### config.mk
export PLATFORM = sky130hd
export DESIGN_NAME = memory_watchpoint_table_unit
export DESIGN_NICKNAME = d
export VERILOG_FILES = /design/src/design/mwt_pkg.sv /design/src/design/memory_watchpoint_table_unit.sv /design/src/design/mwt_front.sv /design/src/design/mwt_back.sv
export SDC_FILE = /design/constraint.sdc
export NUM_CORES = 2
export LEC_CHECK = 0
export ABC_AREA = 1
export BUFFER_PORTS_ARGS = -buffer_cell sky130_fd_sc_hd__buf_2
export CAP_MARGIN = 10
export CORE_ASPECT_RATIO = 2
export CORE_MARGIN = 3
export CORE_UTILIZATION = 30
export DETAILED_ROUTE_END_ITERATION = 7
export SYNTH_ARGS = -nofsm -noshare
export SYNTH_HDL_FRONTEND = slang
export SYNTH_HIERARCHICAL = 1
export SYNTH_SLANG_ARGS = --single-unit
### constraint.sdc
create_clock -name clk_i -period 27.5 [get_ports clk_i]
set_input_delay 5.5 -clock clk_i [delete_from_list [all_inputs] [get_ports clk_i]]
set_output_delay 5.5 -clock clk_i [all_outputs]
set_load 0.05 [all_outputs]
### src/design/mwt_pkg.sv
`timescale 1ns / 1ps
`default_nettype none

package mwt_pkg;

  localparam int unsigned MWT_TABLE_ENTRIES = 16;
  localparam int unsigned ADDR_W = 32;
  localparam int unsigned INDEX_W = 4;

  localparam int unsigned FLAG_RANGE = 0;
  localparam int unsigned FLAG_READ = 1;
  localparam int unsigned FLAG_WRITE = 2;
  localparam int unsigned FLAG_LOG = 3;
  localparam int unsigned FLAG_BREAK = 4;
  localparam int unsigned FLAGS_W = 5;

  typedef enum logic [1:0] {
    REQ_ACCESS = 2'd0,
    REQ_ADD    = 2'd1,
    REQ_REMOVE = 2'd2,
    REQ_NOP    = 2'd3
  } req_kind_e;

  typedef enum logic [1:0] {
    ST_DONE      = 2'd0,
    ST_COVERED   = 2'd1,
    ST_FULL      = 2'd2,
    ST_NOT_FOUND = 2'd3
  } status_e;

  typedef enum logic {
    BK_IDLE = 1'b0,
    BK_EXEC = 1'b1
  } back_state_e;

  typedef struct packed {
    req_kind_e           kind;
    logic [ADDR_W-1:0]   address;
    logic [ADDR_W-1:0]   end_address;
    logic [FLAGS_W-1:0]  flags;
    logic                is_write;
  } item_t;

  typedef struct packed {
    logic                matched;
    logic [INDEX_W-1:0]  match_index;
    logic                do_log;
    logic                do_break;
    status_e             status;
  } result_t;

endpackage

`default_nettype wire

### src/design/memory_watchpoint_table_unit.sv
`timescale 1ns / 1ps
`default_nettype none

// Channel   Dir  Bits  Contents
// s_axis    in   72    tdata: request fields; tuser: request type
// m_axis    out  16    tdata: one result for every request
//
// In the table, all entries are first compared with a request in parallel
// and the hits registered; then the first hit is resolved and the table updated.
// A two-item queue sits between the input side and the table, and an
// output register holds the result while the table takes the next item.
// Reset empties the table and the queue; entries hold no reset value.

module memory_watchpoint_table_unit #(
  parameter int unsigned TABLE_ENTRIES = mwt_pkg::MWT_TABLE_ENTRIES
) (
  input  wire logic         clk_i,
  input  wire logic         rst_ni,
  input  wire logic         s_axis_tvalid,
  output logic              s_axis_tready,
  // address[31:0], end_address[63:32], range_mode[64], watch_read[65],
  // watch_write[66], log_enable[67], break_enable[68], is_write[69], zero pad.
  input  wire logic [71:0]  s_axis_tdata,
  // req_type[1:0].
  input  wire logic [1:0]   s_axis_tuser,
  output logic              m_axis_tvalid,
  input  wire logic         m_axis_tready,
  // matched[0], match_index[4:1], do_log[5], do_break[6], status[8:7], zero pad.
  output logic [15:0]       m_axis_tdata
);
  import mwt_pkg::*;

  logic     item_valid;
  logic     item_pop;
  item_t    item;
  result_t  result;

  mwt_front u_front (
    .clk_i          (clk_i),
    .rst_ni         (rst_ni),
    .in_valid_i     (s_axis_tvalid),
    .in_ready_o     (s_axis_tready),
    .req_type_i     (s_axis_tuser),
    .address_i      (s_axis_tdata[31:0]),
    .end_address_i  (s_axis_tdata[63:32]),
    .range_mode_i   (s_axis_tdata[64]),
    .watch_read_i   (s_axis_tdata[65]),
    .watch_write_i  (s_axis_tdata[66]),
    .log_enable_i   (s_axis_tdata[67]),
    .break_enable_i (s_axis_tdata[68]),
    .is_write_i     (s_axis_tdata[69]),
    .item_valid_o   (item_valid),
    .item_pop_i     (item_pop),
    .item_o         (item)
  );

  mwt_back #(
    .TABLE_ENTRIES (TABLE_ENTRIES)
  ) u_back (
    .clk_i        (clk_i),
    .rst_ni       (rst_ni),
    .item_valid_i (item_valid),
    .item_pop_o   (item_pop),
    .item_i       (item),
    .out_valid_o  (m_axis_tvalid),
    .out_ready_i  (m_axis_tready),
    .result_o     (result)
  );

  assign m_axis_tdata = {7'd0, result.status, result.do_break, result.do_log,
                         result.match_index, result.matched};

endmodule

`default_nettype wire

### src/design/mwt_front.sv
`timescale 1ns / 1ps
`default_nettype none

module mwt_front (
  input  wire logic           clk_i,
  input  wire logic           rst_ni,
  input  wire logic           in_valid_i,
  output logic                in_ready_o,
  input  wire logic [1:0]     req_type_i,
  input  wire logic [31:0]    address_i,
  input  wire logic [31:0]    end_address_i,
  input  wire logic           range_mode_i,
  input  wire logic           watch_read_i,
  input  wire logic           watch_write_i,
  input  wire logic           log_enable_i,
  input  wire logic           break_enable_i,
  input  wire logic           is_write_i,
  output logic                item_valid_o,
  input  wire logic           item_pop_i,
  output mwt_pkg::item_t      item_o
);
  import mwt_pkg::*;

  localparam int unsigned Depth = 2;
  localparam int unsigned PtrW = $clog2(Depth);
  localparam int unsigned CntW = $clog2(Depth + 1);

  item_t            item_new;
  item_t            mem_q [Depth];
  logic [PtrW-1:0]  wr_ptr_q, wr_ptr_d;
  logic [PtrW-1:0]  rd_ptr_q, rd_ptr_d;
  logic [CntW-1:0]  cnt_q, cnt_d;
  logic             push;
  logic             pop;

  // Classify the request and prepare the entry as the table stores it.
  always_comb begin
    item_new.kind = req_kind_e'(req_type_i);
    item_new.address = address_i;
    item_new.end_address = range_mode_i ? end_address_i : address_i;
    item_new.flags[FLAG_RANGE] = range_mode_i;
    item_new.flags[FLAG_READ] = watch_read_i;
    item_new.flags[FLAG_WRITE] = watch_write_i;
    item_new.flags[FLAG_LOG] = log_enable_i;
    item_new.flags[FLAG_BREAK] = break_enable_i;
    item_new.is_write = is_write_i;
  end

  assign in_ready_o = (cnt_q != CntW'(Depth));
  assign push = in_valid_i && in_ready_o;
  assign item_valid_o = (cnt_q != '0);
  assign pop = item_pop_i && item_valid_o;
  assign item_o = mem_q[rd_ptr_q];

  always_comb begin
    wr_ptr_d = wr_ptr_q;
    rd_ptr_d = rd_ptr_q;
    cnt_d = cnt_q;
    if (push) begin
      wr_ptr_d = wr_ptr_q + 1'b1;
    end
    if (pop) begin
      rd_ptr_d = rd_ptr_q + 1'b1;
    end
    if (push && !pop) begin
      cnt_d = cnt_q + 1'b1;
    end else if (pop && !push) begin
      cnt_d = cnt_q - 1'b1;
    end
  end

  always_ff @(posedge clk_i or negedge rst_ni) begin
    if (!rst_ni) begin
      wr_ptr_q <= '0;
      rd_ptr_q <= '0;
      cnt_q <= '0;
    end else begin
      wr_ptr_q <= wr_ptr_d;
      rd_ptr_q <= rd_ptr_d;
      cnt_q <= cnt_d;
    end
  end

  always_ff @(posedge clk_i) begin
    if (push) begin
      mem_q[wr_ptr_q] <= item_new;
    end
  end

endmodule

`default_nettype wire

### src/design/mwt_back.sv
`timescale 1ns / 1ps
`default_nettype none

module mwt_back #(
  parameter int unsigned TABLE_ENTRIES = mwt_pkg::MWT_TABLE_ENTRIES
) (
  input  wire logic           clk_i,
  input  wire logic           rst_ni,
  input  wire logic           item_valid_i,
  output logic                item_pop_o,
  input  wire mwt_pkg::item_t item_i,
  output logic                out_valid_o,
  input  wire logic           out_ready_i,
  output mwt_pkg::result_t    result_o
);
  import mwt_pkg::*;

  localparam int unsigned CntW = $clog2(TABLE_ENTRIES + 1);

  back_state_e          state_q, state_d;
  item_t                item_q;
  logic [CntW-1:0]      count_q, count_d;
  logic [ADDR_W-1:0]    start_q [TABLE_ENTRIES];
  logic [ADDR_W-1:0]    end_q [TABLE_ENTRIES];
  logic [FLAGS_W-1:0]   flags_q [TABLE_ENTRIES];
  logic [TABLE_ENTRIES-1:0] cover_d, cover_q;
  logic [TABLE_ENTRIES-1:0] same_d, same_q;
  logic [TABLE_ENTRIES-1:0] cover_first;
  logic [TABLE_ENTRIES-1:0] same_at_or_below;
  logic                 seen_cover;
  logic                 seen_same;
  logic [INDEX_W-1:0]   cover_index;
  logic [FLAGS_W-1:0]   cover_flags;
  logic                 covered;
  logic                 found;
  logic                 full;
  logic                 trig;
  logic                 exec_fire;
  logic                 do_add;
  logic                 do_remove;
  logic                 out_valid_q, out_valid_d;
  result_t              result_q, result_d;

  // Each cell compares the head item against its own entry.
  always_comb begin
    for (int i = 0; i < TABLE_ENTRIES; i++) begin
      logic live;
      logic in_range;
      live = (CntW'(i) < count_q);
      in_range = (item_i.address >= start_q[i]) && (item_i.address <= end_q[i]);
      cover_d[i] = live && (flags_q[i][FLAG_RANGE] ? in_range
                                                     : (start_q[i] == item_i.address));
      same_d[i] = live && (start_q[i] == item_i.address);
    end
  end

  // Resolve the first hit among the registered compare results.
  always_comb begin
    cover_index = '0;
    cover_flags = '0;
    seen_cover = 1'b0;
    seen_same = 1'b0;
    for (int i = 0; i < TABLE_ENTRIES; i++) begin
      cover_first[i] = cover_q[i] && !seen_cover;
      seen_cover = seen_cover | cover_q[i];
      seen_same = seen_same | same_q[i];
      same_at_or_below[i] = seen_same;
      if (cover_first[i]) begin
        cover_index = INDEX_W'(i);
        cover_flags = flags_q[i];
      end
    end
  end

  assign covered = |cover_q;
  assign found = |same_q;
  assign full = (count_q >= CntW'(TABLE_ENTRIES));
  assign trig = item_q.is_write ? cover_flags[FLAG_WRITE] : cover_flags[FLAG_READ];
  assign exec_fire = (state_q == BK_EXEC) && (!out_valid_q || out_ready_i);
  assign do_add = exec_fire && (item_q.kind == REQ_ADD) && !covered && !full;
  assign do_remove = exec_fire && (item_q.kind == REQ_REMOVE) && found;

  always_comb begin
    state_d = state_q;
    case (state_q)
      BK_IDLE: begin
        if (item_valid_i) begin
          state_d = BK_EXEC;
        end
      end
      BK_EXEC: begin
        if (exec_fire) begin
          state_d = BK_IDLE;
        end
      end
      default: state_d = BK_IDLE;
    endcase
  end

  always_comb begin
    item_pop_o = 1'b0;
    case (state_q)
      BK_IDLE: item_pop_o = item_valid_i;
      BK_EXEC: item_pop_o = 1'b0;
      default: item_pop_o = 1'b0;
    endcase
  end

  always_comb begin
    result_d = '0;
    result_d.status = ST_DONE;
    case (item_q.kind)
      REQ_ACCESS: begin
        result_d.matched = covered;
        result_d.match_index = cover_index;
        result_d.do_log = covered && trig && cover_flags[FLAG_LOG];
        result_d.do_break = covered && trig && cover_flags[FLAG_BREAK];
      end
      REQ_ADD: begin
        if (covered) begin
          result_d.status = ST_COVERED;
        end else if (full) begin
          result_d.status = ST_FULL;
        end
      end
      REQ_REMOVE: begin
        if (!found) begin
          result_d.status = ST_NOT_FOUND;
        end
      end
      default: result_d.status = ST_DONE;
    endcase
  end

  always_comb begin
    count_d = count_q;
    if (do_add) begin
      count_d = count_q + 1'b1;
    end else if (do_remove) begin
      count_d = count_q - 1'b1;
    end
  end

  always_comb begin
    out_valid_d = out_valid_q;
    if (exec_fire) begin
      out_valid_d = 1'b1;
    end else if (out_ready_i) begin
      out_valid_d = 1'b0;
    end
  end

  always_ff @(posedge clk_i or negedge rst_ni) begin
    if (!rst_ni) begin
      state_q <= BK_IDLE;
      count_q <= '0;
      out_valid_q <= 1'b0;
    end else begin
      state_q <= state_d;
      count_q <= count_d;
      out_valid_q <= out_valid_d;
    end
  end

  always_ff @(posedge clk_i) begin
    if (item_pop_o) begin
      item_q <= item_i;
      cover_q <= cover_d;
      same_q <= same_d;
    end
    if (exec_fire) begin
      result_q <= result_d;
    end
  end

  // A removal shifts every entry above the removed one down by one place.
  always_ff @(posedge clk_i) begin
    for (int i = 0; i < TABLE_ENTRIES; i++) begin
      if (do_add && (CntW'(i) == count_q)) begin
        start_q[i] <= item_q.address;
        end_q[i] <= item_q.end_address;
        flags_q[i] <= item_q.flags;
      end else if (do_remove && same_at_or_below[i] && (i + 1 < TABLE_ENTRIES)) begin
        start_q[i] <= start_q[(i + 1) % TABLE_ENTRIES];
        end_q[i] <= end_q[(i + 1) % TABLE_ENTRIES];
        flags_q[i] <= flags_q[(i + 1) % TABLE_ENTRIES];
      end
    end
  end

  assign out_valid_o = out_valid_q;
  assign result_o = result_q;

endmodule

`default_nettype wire

=== After elaboration in Yosys (flattened, before gate mapping) ===
Memories as Yosys holds them, arrays and structs flattened.
Cells that the tools add are included.

* Register bits after elaboration: 124
* RAM bits: 1,248
* Bits of input ports: 78
* Output and inout port bits: 18
* Word-level logic and storage cells: 520
* Memories kept: 4

{| class="wikitable"
|+ Memory list
! name !! words !! bits a word !! read ports !! clocked after Yosys merged registers in !! write ports !! line !! text
|-
| u_back.end_q || 16 || 32 || 16 || 0 || 15 || mwt_back.sv:24 || <nowiki>logic [ADDR_W-1:0] end_q [TABLE_ENTRIES];</nowiki>
|-
| u_back.start_q || 16 || 32 || 16 || 0 || 15 || mwt_back.sv:23 || <nowiki>logic [ADDR_W-1:0] start_q [TABLE_ENTRIES];</nowiki>
|-
| u_front.mem_q || 2 || 72 || 1 || 0 || 1 || mwt_front.sv:29 || <nowiki>item_t mem_q [Depth];</nowiki>
|-
| u_back.flags_q || 16 || 5 || 16 || 0 || 15 || mwt_back.sv:25 || <nowiki>logic [FLAGS_W-1:0] flags_q [TABLE_ENTRIES];</nowiki>
|}

* $add $sub $neg: 6
* Magnitude comparators: 49
* Equality and inequality tests: 34
* Mux-type cells: 196
* Bitwise operators: 74
* Reductions and logical operators: 139

{| class="wikitable"
|+ Operators by type and width
! operator !! count
|-
| $mux 32 || 33
|-
| $eq 32x32->1 || 16
|-
| $ge 32x32->1 || 16
|-
| $le 32x32->1 || 16
|-
| $mux 5 || 34
|-
| $logic_and 1x1->1 || 107
|-
| $mux 1 || 104
|-
| $or 1x1->1 || 73
|-
| $mux 4 || 17
|-
| $reduce_or 32->1 || 2
|-
| $eq 4x5->1 const A || 8
|-
| $lt 4x5->1 const A || 8
|-
| $reduce_or 16->1 || 2
|-
| $eq 3x5->1 const A || 4
|-
| $logic_not 1->1 || 20
|-
| $lt 3x5->1 const A || 4
|-
| $eq 2x5->1 const A || 2
|-
| $lt 1x5->1 const A || 2
|-
| $lt 2x5->1 const A || 2
|-
| $mux 2 || 5
|-
| $reduce_bool 2->1 || 4
|-
| $add 5x1->5 const B || 1
|-
| $eq 1x5->1 const A || 1
|-
| $ge 5x5->1 const B || 1
|-
| other kinds (14) || 16
|}

=== Longest topological paths before layout ===
* Depth in word-level cells: 20
* Mapped depth: 19
* Depth with buffers taken out: 18

=== Hierarchy ===
The synthesis kept the hierarchy.

{| class="wikitable"
|+ By module, submodules not included
! module !! times used !! cells an instance !! area each (um^2) !! seq. area each (um^2)
|-
| mwt_back || 1 || 8,236 || 76,612.2 || 36,720.2
|-
| mwt_front || 1 || 440 || 5,989.5 || 4,424.2
|-
| memory_watchpoint_table_unit || 1 || 8 || 56.3 || 0.0
|}

=== Least setup slack after synthesis ===
Ideal clock, no wire load.

* Path kind: input-to-reg
* Start: in m_axis_tready
* End: mem u_back.end_q[15][0] (netlist: u_back/end_q[1][224]) (enable)
* Library setup time: 668 ps
* Data arrival time: 12,796 ps
* Data required time: 26,832 ps
* Slack: 14,036 ps
* Stages on the path: 6
* Buffers on the path: 0
* Path through: inv_1 -> nand2_1 -> nand2_1 -> inv_1 -> nand4_4 -> nor4_1

{| class="wikitable"
|+ RTL lines
! what !! line !! text
|-
| start: declaration || memory_watchpoint_table_unit.sv:27 || <nowiki>input wire logic m_axis_tready,</nowiki>
|-
| end: declaration || mwt_back.sv:24 ||
|}

==> results.yml <==
clock_tree:
  clk_pin_slew_worst_paths_ps: 70
  post_cts_buffers: 0
  clk_path_buf_depth: 3
  cts_resized: 0
  cts-hold-fix-buffers: 0
  worstSkewPairLatency_ps: 780
  cts_sinks: 1372
  clock_tree.root_cell: "sky130_fd_sc_hd__clkbuf_16"
  numCtsBuffers: 118
  cts_htree_levels: 3
  clock_tree_from_tritoncts: "done"
yosys:
  postSynth.asyncResetShare: 0.00802
  syn_area_per_cell_um2: 9.52
  yosysWarnings: 6
  synth-edff-count: 1361
  ys_seq_area_frac: 0.498
  ys_ff_latch: 1372
  synth.lib_cells_used.distinct: 62
  post_synth_inst_count: 8684
  yosys_most_used_dff: "sky130_fd_sc_hd__edfxtp_1"
  synth_area_um2: 82700
floorplan:
  initial_utilization: 0.301
  die_h_um: 748
  die-width_um: 377
  coreArea_um2: 274000
  die-area_um2: 282000
  row_count: 272
  io_pins: 96
run:
  max-cap-violations: 0
routing:
  detailedRoute.firstPassIterationCount: 6
  detail_route.vias_per_cell: 5.17
  drt_wl_total_mm: 282
  total_vias_in_the_final_route: 63900
  antenna_violating_nets_post_route: 0
  wl_per_cell_um: 22.8
  detailed_route_drc_error_count: 0
  initialDrtViolationCount: 4571
critical_path:
  crit_type: "in2reg"
  critPathCaptureType: "flop"
  worstPathMaxFanout: 45
  setup.worst_path.start_class: "primary input"
  worstRegToRegCells: 15
  critPathArrivalTime_ps: 9260
  timing.critical_path.required_ps: 27860
  rrSetupSlack_ps: 21130
sta:
  finalHoldWorstSlack_ps: 505
  finalCriticalPeriod_ps: 8900
  fin_worst_skew_ps: 52.7
  report.final.slew_viol_count: 0
  rsz_0062_raised_after_global_routing: "no"
  final_min_period_over_clock_period: 0.324
  timing.setup.tns_ps: 0
  final-hold-violation-count: 0
  slew_headroom: 0.0770
  max_freq_mhz: 112
  timing_worst_slew_pin_value_ps: 1380
  timing.final.setup_violations: 0
status:
  run_status: "complete, no violations"
hold_path:
  class_of_the_worst_hold_path: "reg2reg"
  worst_hold_path_stage_count: 2
placement:
  gp_congestion: 0.971
  detailed_placement_wirelength_estimate_mm: 205
  buffer_ports.inserted: 86
final_layout:
  final_layout_size_suffix_gt1_frac: 0.0638
  layout_common_cells: "2,111 x sky130_fd_sc_hd__nand2_1, 1,361 x sky130_fd_sc_hd__edfxtp_1, 1,261 x sky130_fd_sc_hd__inv_1"
  areaGrowthSynthToFinish_pct: 10.2
  layout_commonest_cell: "sky130_fd_sc_hd__nand2_1"
  layout.nets: 9803
power_and_ir_drop:
  sw_frac: 0.456
  irDropWorstVdd_mv: 0.178
  total_leakage_power_nw: 40.9
  p_int_w: 0.00565
  clockPowerShare: 0.174
  power.share.combinational: 0.468
  power.density_cell_area_nw_per_um2: 114
  power_frac_seq: 0.359
  power_switching_w: 0.00473
global_routing:
  grt_antenna_before_repair: 12
  grt_pass1_wl_mm: 407
  grt_remaining_overflow: 0
  grt_util_all_layers: 0.195
  first_global_vias: 65400
  grt_start_max_net_pins: 113
-- layer usage --
layer	share of wire	vias to the layer above	global-route usage	wire, um
li1	-	29800	-	-
met1	0.31	30900	0.173	87000
met2	0.52	2267	0.366	146000
met3	0.048	1003	0.0215	13600
met4	0.12	0	0.203	35200
met5	0	-	0	0
-- state kept, by name, indices dropped and copies added, names as in the netlist --
name,flops
u_back/end_q,512
u_back/start_q,512
u_front/mem_q,144
u_back/flags_q,80
u_back/item_q,72
u_back/cover_q,16
u_back/same_q,16
u_back/result_o,9
u_back/count_q,5
u_front/cnt_q,2
u_back/out_valid_o,1
u_back/state_q,1
u_front/rd_ptr_q,1
u_front/wr_ptr_q,1
-- cell families (layout without fill, tap and decap cells) --
family	Yosys count	count (layout)	share of synthesized area
other	1	16	0.0000454
buffers and inverters	1598	1703	0.0808
adder cells (fa/ha/maj)	1033	1033	0.156
multiplexers	32	32	0.00572
flip-flops	1372	1372	0.498
AO/OA/AOI/OAI	1717	1717	0.110
AND/OR/NAND/NOR	2925	2925	0.149
XOR/XNOR	6	6	0.000636
-- path summary, 6_finish.rpt --
path	start	endpoint
setup / recovery	m_axis_tready	u_back/start_q[1][205]
min in group asynchronous	rst_ni	u_front/wr_ptr_q
setup reg to reg	u_front/rd_ptr_q	u_back/cover_q[10]
hold reg to reg	u_back/out_valid_o	u_back/out_valid_o
hold / removal	u_back/out_valid_o	u_back/out_valid_o
max in group asynchronous	rst_ni	u_front/rd_ptr_q
-- stage by stage --
stage | cells | power [W] | cell area [um^2] | utilization | worst slack (ps)
finish | 12400 | 0.0104 | 91100 | 0.332 | 18600
global route | 12400 | 0.0111 | 91100 | 0.332 | 18530
CTS | 12400 | 0.0104 | 91000 | 0.332 | 18700
detailed placement | 12100 | 0.00853 | 87000 | 0.317 | 17900
global placement | 12100 | 0.00831 | 87000 | 0.317 | 17930
floorplan | 8690 | 0.00664 | 82700 | - | 14040
-- worst max-delay path, stage by stage --
cell and delay (ps):
sky130_fd_sc_hd__buf_2 80, sky130_fd_sc_hd__inv_1 30, sky130_fd_sc_hd__nand2_1 60, sky130_fd_sc_hd__nand2_1 50, sky130_fd_sc_hd__inv_1 50, sky130_fd_sc_hd__buf_4 280, sky130_fd_sc_hd__nand4_4 280, sky130_fd_sc_hd__nor2_4 310
sky130_fd_sc_hd__nand2_2 590, sky130_fd_sc_hd__buf_4 570, sky130_fd_sc_hd__nand2_4 480, sky130_fd_sc_hd__buf_4 720
-- synthesized netlist by cell type (all sizes together), types with 32 or more instances --
library cell / instances / area [um^2]
ha: 1033 / 12900
nor3: 63 / 332
nor2: 182 / 736
nand3: 261 / 1340
edfxtp: 1361 / 40900
o21ai: 998 / 4990
clkbuf: 167 / 636
o211ai: 51 / 383
nand2: 2174 / 8260
mux2: 32 / 473
a21oi: 534 / 2680
nor4: 50 / 313
buf: 164 / 1290
inv: 1266 / 4750
nand4: 159 / 1020
-- power groups by stage --
stage	Sequential, W	Combinational, W	Clock, W
2_1_floorplan	0.00347	0.00317	0
3_3_place_gp	0.00376	0.00456	0
3_5_place_dp	0.00377	0.00476	0
4_1_cts	0.00373	0.00479	0.00183
5_1_grt	0.00376	0.00542	0.00191
6_report	0.00372	0.00485	0.00180
-- area by class of cell --
cell class,instances,area [um^2]
multi-input combinational,5720,35300
inverter,1267,4760
tap,3562,4460
fill,27600,183000
antenna,9,22.5
clock buffer,131,3010
sequential,1372,41100
timing repair buffer,213,1430
clock inverter,92,1010
(Power assumes the default switching activity.)
